## src/sv/spq_pkg.sv

```systemverilog
package spq_pkg;

  localparam int CAPACITY   = 16;
  localparam int DATA_WIDTH = 32;

  localparam logic [1:0] KIND_ENQ  = 2'd0;
  localparam logic [1:0] KIND_DEQ  = 2'd1;
  localparam logic [1:0] KIND_PEEK = 2'd2;

  localparam logic [1:0] ST_OK    = 2'd0;
  localparam logic [1:0] ST_FULL  = 2'd1;
  localparam logic [1:0] ST_EMPTY = 2'd2;

  typedef struct packed {
    logic [1:0]  kind;
    logic [31:0] data_in;
    logic [7:0]  priority_in;
  } in_item_t;

  typedef struct packed {
    logic [1:0]  status;
    logic [31:0] data_out;
  } out_item_t;

  typedef struct packed {
    logic                  valid;
    logic [7:0]            prio;
    logic [DATA_WIDTH-1:0] data;
  } entry_t;

  typedef struct packed {
    logic                  enq;
    logic                  deq;
    logic [7:0]            prio;
    logic [DATA_WIDTH-1:0] data;
  } cell_ctl_t;

  function automatic logic [DATA_WIDTH-1:0] to_store(input logic [31:0] d);
    logic [63:0] tmp;
    tmp = 64'(d);
    return tmp[DATA_WIDTH-1:0];
  endfunction

  function automatic logic [31:0] from_store(input logic [DATA_WIDTH-1:0] s);
    logic [63:0] tmp;
    tmp = 64'(s);
    return tmp[31:0];
  endfunction

endpackage

```

## src/sv/spq_cell.sv

```systemverilog
module spq_cell
  import spq_pkg::*;
(
  input  logic      clk,
  input  logic      rst_n,
  input  cell_ctl_t ctl,
  input  entry_t    left_i,
  input  logic      left_disp_i,
  input  entry_t    right_i,
  output entry_t    ent_o,
  output logic      disp_o
);

  entry_t ent_r;
  entry_t ent_nxt;

  // displaced: new entry belongs at or before this position
  assign disp_o = !ent_r.valid || (ent_r.prio < ctl.prio);
  assign ent_o  = ent_r;

  always_comb begin
    ent_nxt = ent_r;
    if (ctl.enq && disp_o) begin
      if (left_disp_i) begin
        ent_nxt = left_i;
      end else begin
        ent_nxt.valid = 1'b1;
        ent_nxt.prio  = ctl.prio;
        ent_nxt.data  = ctl.data;
      end
    end else if (ctl.deq) begin
      ent_nxt = right_i;
    end
  end

  always_ff @(posedge clk) begin
    ent_r.prio <= ent_nxt.prio;
    ent_r.data <= ent_nxt.data;
    if (!rst_n) begin
      ent_r.valid <= 1'b0;
    end else begin
      ent_r.valid <= ent_nxt.valid;
    end
  end

endmodule

```

## src/sv/stable_priority_queue_top.sv

```systemverilog
// Sorted priority queue of CAPACITY entries built as a row of cells, head in
// cell 0. On enqueue, dequeue or peek every cell compares its priority with
// the incoming one and either keeps, takes its left neighbor, takes the new
// entry or takes its right neighbor, all in the same edge. An item is accepted
// every cycle while results are taken; the result is registered and shows in
// the cycle after the input transfer, and in_ready drops only while a result
// waits with out_ready low. Equal priorities leave in arrival order.
module stable_priority_queue_top
  import spq_pkg::*;
(
  input  logic      clk,
  input  logic      rst_n,
  input  logic      in_valid,
  output logic      in_ready,
  input  in_item_t  in_item,
  output logic      out_valid,
  input  logic      out_ready,
  output out_item_t out_item
);

  entry_t    ent   [CAPACITY];
  logic      disp  [CAPACITY];
  entry_t    right [CAPACITY];
  entry_t    left  [CAPACITY];
  logic      ldisp [CAPACITY];
  cell_ctl_t ctl;

  logic      fire;
  logic      full;
  logic      empty;
  logic      out_valid_r;
  logic      out_valid_nxt;
  out_item_t out_item_r;
  out_item_t out_item_nxt;

  assign fire  = in_valid && in_ready;
  assign full  = ent[CAPACITY-1].valid;
  assign empty = !ent[0].valid;

  assign in_ready  = !out_valid_r || out_ready;
  assign out_valid = out_valid_r;
  assign out_item  = out_item_r;

  assign ctl.enq  = fire && (in_item.kind == KIND_ENQ) && !full;
  assign ctl.deq  = fire && (in_item.kind == KIND_DEQ) && !empty;
  assign ctl.prio = in_item.priority_in;
  assign ctl.data = to_store(in_item.data_in);

  for (genvar i = 0; i < CAPACITY; i++) begin : g_cell
    if (i == 0) begin : g_head
      assign left[i]  = '0;
      assign ldisp[i] = 1'b0;
    end else begin : g_mid
      assign left[i]  = ent[i-1];
      assign ldisp[i] = disp[i-1];
    end
    if (i == CAPACITY-1) begin : g_tail
      assign right[i] = '0;
    end else begin : g_body
      assign right[i] = ent[i+1];
    end

    spq_cell u_cell (
      .clk        (clk),
      .rst_n      (rst_n),
      .ctl        (ctl),
      .left_i     (left[i]),
      .left_disp_i(ldisp[i]),
      .right_i    (right[i]),
      .ent_o      (ent[i]),
      .disp_o     (disp[i])
    );
  end

  always_comb begin
    out_valid_nxt = out_valid_r;
    out_item_nxt  = out_item_r;
    if (out_valid_r && out_ready) begin
      out_valid_nxt = 1'b0;
    end
    if (fire) begin
      out_valid_nxt         = 1'b1;
      out_item_nxt.status   = ST_OK;
      out_item_nxt.data_out = '0;
      if (in_item.kind == KIND_ENQ) begin
        if (full) begin
          out_item_nxt.status = ST_FULL;
        end
      end else if (empty) begin
        out_item_nxt.status = ST_EMPTY;
      end else begin
        out_item_nxt.data_out = from_store(ent[0].data);
      end
    end
  end

  always_ff @(posedge clk) begin
    out_item_r <= out_item_nxt;
    if (!rst_n) begin
      out_valid_r <= 1'b0;
    end else begin
      out_valid_r <= out_valid_nxt;
    end
  end

endmodule

```

## config.mk

```make
export PLATFORM = sky130hd
export DESIGN_NAME = stable_priority_queue_top
export DESIGN_NICKNAME = d
export VERILOG_FILES = /design/src/sv/spq_pkg.sv /design/src/sv/spq_cell.sv /design/src/sv/stable_priority_queue_top.sv
export SDC_FILE = /design/constraint.sdc
export NUM_CORES = 2
export LEC_CHECK = 0
export BUFFER_PORTS_ARGS = -buffer_cell sky130_fd_sc_hd__buf_4
export CORE_ASPECT_RATIO = 1.4
export CORE_MARGIN = 2
export CORE_UTILIZATION = 45
export DETAILED_ROUTE_END_ITERATION = 7
export GPL_TIMING_DRIVEN = 0
export HOLD_SLACK_MARGIN = 0.03
export PLACE_DENSITY_LB_ADDON = 0.2
export SYNTH_ARGS = -nofsm -noshare
export SYNTH_HDL_FRONTEND = slang
export SYNTH_HIERARCHICAL = 1
export SYNTH_SLANG_ARGS = --single-unit
```

## constraint.sdc

```tcl
create_clock -name clk -period 10.2 [get_ports clk]
set_input_delay 1.02 -clock clk [delete_from_list [all_inputs] [get_ports clk]]
set_output_delay 1.02 -clock clk [all_outputs]
set_load 0.01 [all_outputs]
```

==> results.md <==
* GRT overflow at 0
* Maximum VDD drop at 0.104 mV
* Vias per cell at 5.19
* I/O pins at 82
* Clock network power share at 0.353
* Data arrival, critical path at 4.09 ns
* Total power at 7230 uW
* Final Routed Wirelength at 90700 um
* Antenna-violating nets left at 0
* Comb power frac at 0.163
* Synth warn at 6
* Wire per inst at 20.9 um
* Via count at 22600
* Initial antenna violation count at 0
* 1st-iter DRT viols at 1109
* Worst Max-Slew Pin Slew at 1.01 ns
* Post-CTS Resized at 0
* Synth Instances at 2826
* Vias in the first global route at 25000
* Starting Density at 0.453
* Die Y-Extent at ~370 um
* RSZ-0062 raised after global routing: no
* Fmax at 268 MHz
* CTS buffer count at between 70 and 80
* FILL cells at about 8000
* Setup ws final at about 6.5 ns
* Final setup violation count at 0
* Share of cells above drive strength 1 at 0.491
* First-pass GRT wire length at about 140000 um
* Cell Rows at 134
* Crit Path Class: input port to flop
* Int Power at roughly 5500 uW
* Min-delay worst type: flop to flop
* Pwr Density at 151 nW/um^2
* Largest net degree at the start of global routing at 41
* Setup TNS at 0 ns
* Relative slew slack at 0.329
* Max Cap Viol at 0
* DRT Pass-1 Iters at 8
* Die area at just under 100000 um^2
* Nets at around 3200
* Die width at 266 um
* Pins Over Slew Limit at 0
* Leakage power at 0.0187 uW
* Maximum fanout along the worst path at 16
* Crit path capture: g_cell[9].u_cell/ent_o[32]
* Post-layout min period at around 3.7 ns
* Clk sinks at 691
* # DRC at 0
* Syn Std Cell Area at 43200 um^2
* Reg power frac at 0.483
* Synthesized area per cell at 15.3 um^2
* Worst clock skew at 0.0171 ns
* DPL Wire Length at 73400 um
* Critical Path Start Type: input port
* Worst setup path startpoint: in_item[5]
* Net Sw Frac at 0.238
* Clock slew at reported path FFs at roughly 0.06 ns
* Input/output buffers at 81
* NetSw at approximately 1700 uW
* FF-to-FF path depth at 5
* Total track usage at 0.183
* Routability Congestion at 0.801
* H-Tree Depth at 3
* CTS tree: built
* Reg2reg end: g_cell[9].u_cell/ent_o[12]
* Hold Buf Count CTS at 0
* Outcome: finished clean
* Diode count at 0
* Final Hold Fails at 0
* CP endpoint kind: flop
* Final Cycle Share at 0.366
* Area growth syn-to-layout at 10.9%
* Flop-to-flop setup slack at 6.60 ns
* CP Data Required Time at 10.56 ns
* RR Startpoint: g_cell[15].u_cell/ent_o[40]
* Worst-case clock buffer depth at 3
* Core Box Area at 95200 um^2
* Placement Setup Slack at 5.82 ns
* Root Buffer: clkbuf_16
* Clock Latency Late Sink at 0.62 ns
* Post-CTS setup buffer count at 0
-- worst min path at each step --
| stage | slack [ns] | endpoint | cells past startpoint | start |
|---|---|---|---|---|
| after global routing | 0.56 | g_cell[14].u_cell/ent_o[1] | 1 | g_cell[15].u_cell/ent_o[1] |
| after global placement | 0.53 | g_cell[14].u_cell/ent_o[0] | 1 | g_cell[15].u_cell/ent_o[0] |
| after CTS | 0.55 | g_cell[14].u_cell/ent_o[31] | 1 | g_cell[15].u_cell/ent_o[31] |
| after floorplan | 0.52 | out_item[18] | 1 | g_cell[0].u_cell/ent_o[18] |
| final | 0.54 | g_cell[14].u_cell/ent_o[31] | 1 | g_cell[15].u_cell/ent_o[31] |
| after detailed placement | 0.53 | g_cell[14].u_cell/ent_o[31] | 1 | g_cell[15].u_cell/ent_o[31] |
-- flip-flops by register name (all words and copies together), names as in the netlist --
| register | cells |
|---|---|
| out_valid | 1 |
| out_item | 34 |
| g_cell.u_cell/ent_o | 656 |
-- per-stage QoR --
step / hold WS (ns) / std cells / area, um^2 / util
4_1_cts: 0.548 / 4346 / 47900 / 0.503
5_1_grt: 0.559 / 4346 / 47900 / 0.503
3_5_place_dp: 0.534 / 4218 / 45600 / 0.479
2_1_floorplan: 0.518 / 2910 / 43500 / -
6_report: 0.544 / 4346 / 47900 / 0.503
3_3_place_gp: 0.526 / 4215 / 45600 / 0.479
-- critical path, cell delays in order --
cell and delay [ns]:
buf_4 0.22, inv_1 0.09, ha_1 0.33, a211o_1 0.28, a21oi_2 0.23, o31ai_1 0.11, nand2_1 0.32, buf_2 0.35
buf_1 0.46, mux2_2 0.40, mux2_4 0.25
-- power groups by stage --
| stage | Combinational, uW | Sequential, uW | Clock (uW) |
|---|---|---|---|
| finish | 1180 | 3490 | 2550 |
| global route | 1270 | 3510 | 2740 |
| CTS | 1190 | 3490 | 2640 |
| detailed placement | 1190 | 3560 | 0 |
| global placement | 1140 | 3540 | 0 |
| floorplan | 941 | 3510 | 0 |
-- area by class of cell --
cell class	instances	area, um^2	area share
Multi-Input combinational cell	1922	20700	0.432
Inverter	145	544	0.0114
Tap cell	1224	1530	0.0320
Timing Repair Buffer	84	631	0.0132
Clock inverter	32	230	0.00481
Clock buffer	96	2000	0.0417
Sequential cell	691	20600	0.430
Buffer	152	1690	0.0353
-- metal layers --
metal / track usage / vias up / share of wire
met5: 0 / - / 0
met4: 0.0645 / 0 / 0.030
met3: 0.0228 / 128 / 0.026
met2: 0.350 / 330 / 0.53
met1: 0.207 / 11000 / 0.41
li1: - / 11200 / -
-- layout by cell type, fill, tap and decap left out, drive strengths merged, types with 10 or more instances in the layout --
cell and instances:
o21a 29, inv 146, o31ai 10, a21boi 11, dfxtp 17, a2111oi 11
and2 33, nand4 16, edfxtp 674, or2 16, ha 112, a21oi 16
nand2 144, o21ai 149, mux2 1184, o211ai 11, nor2 23, clkinv 28
mux2i 16, buf 188, conb 85, clkbuf 144, a211o 16, nand2b 16
Note: power is estimated with default switching activity, not from simulation.
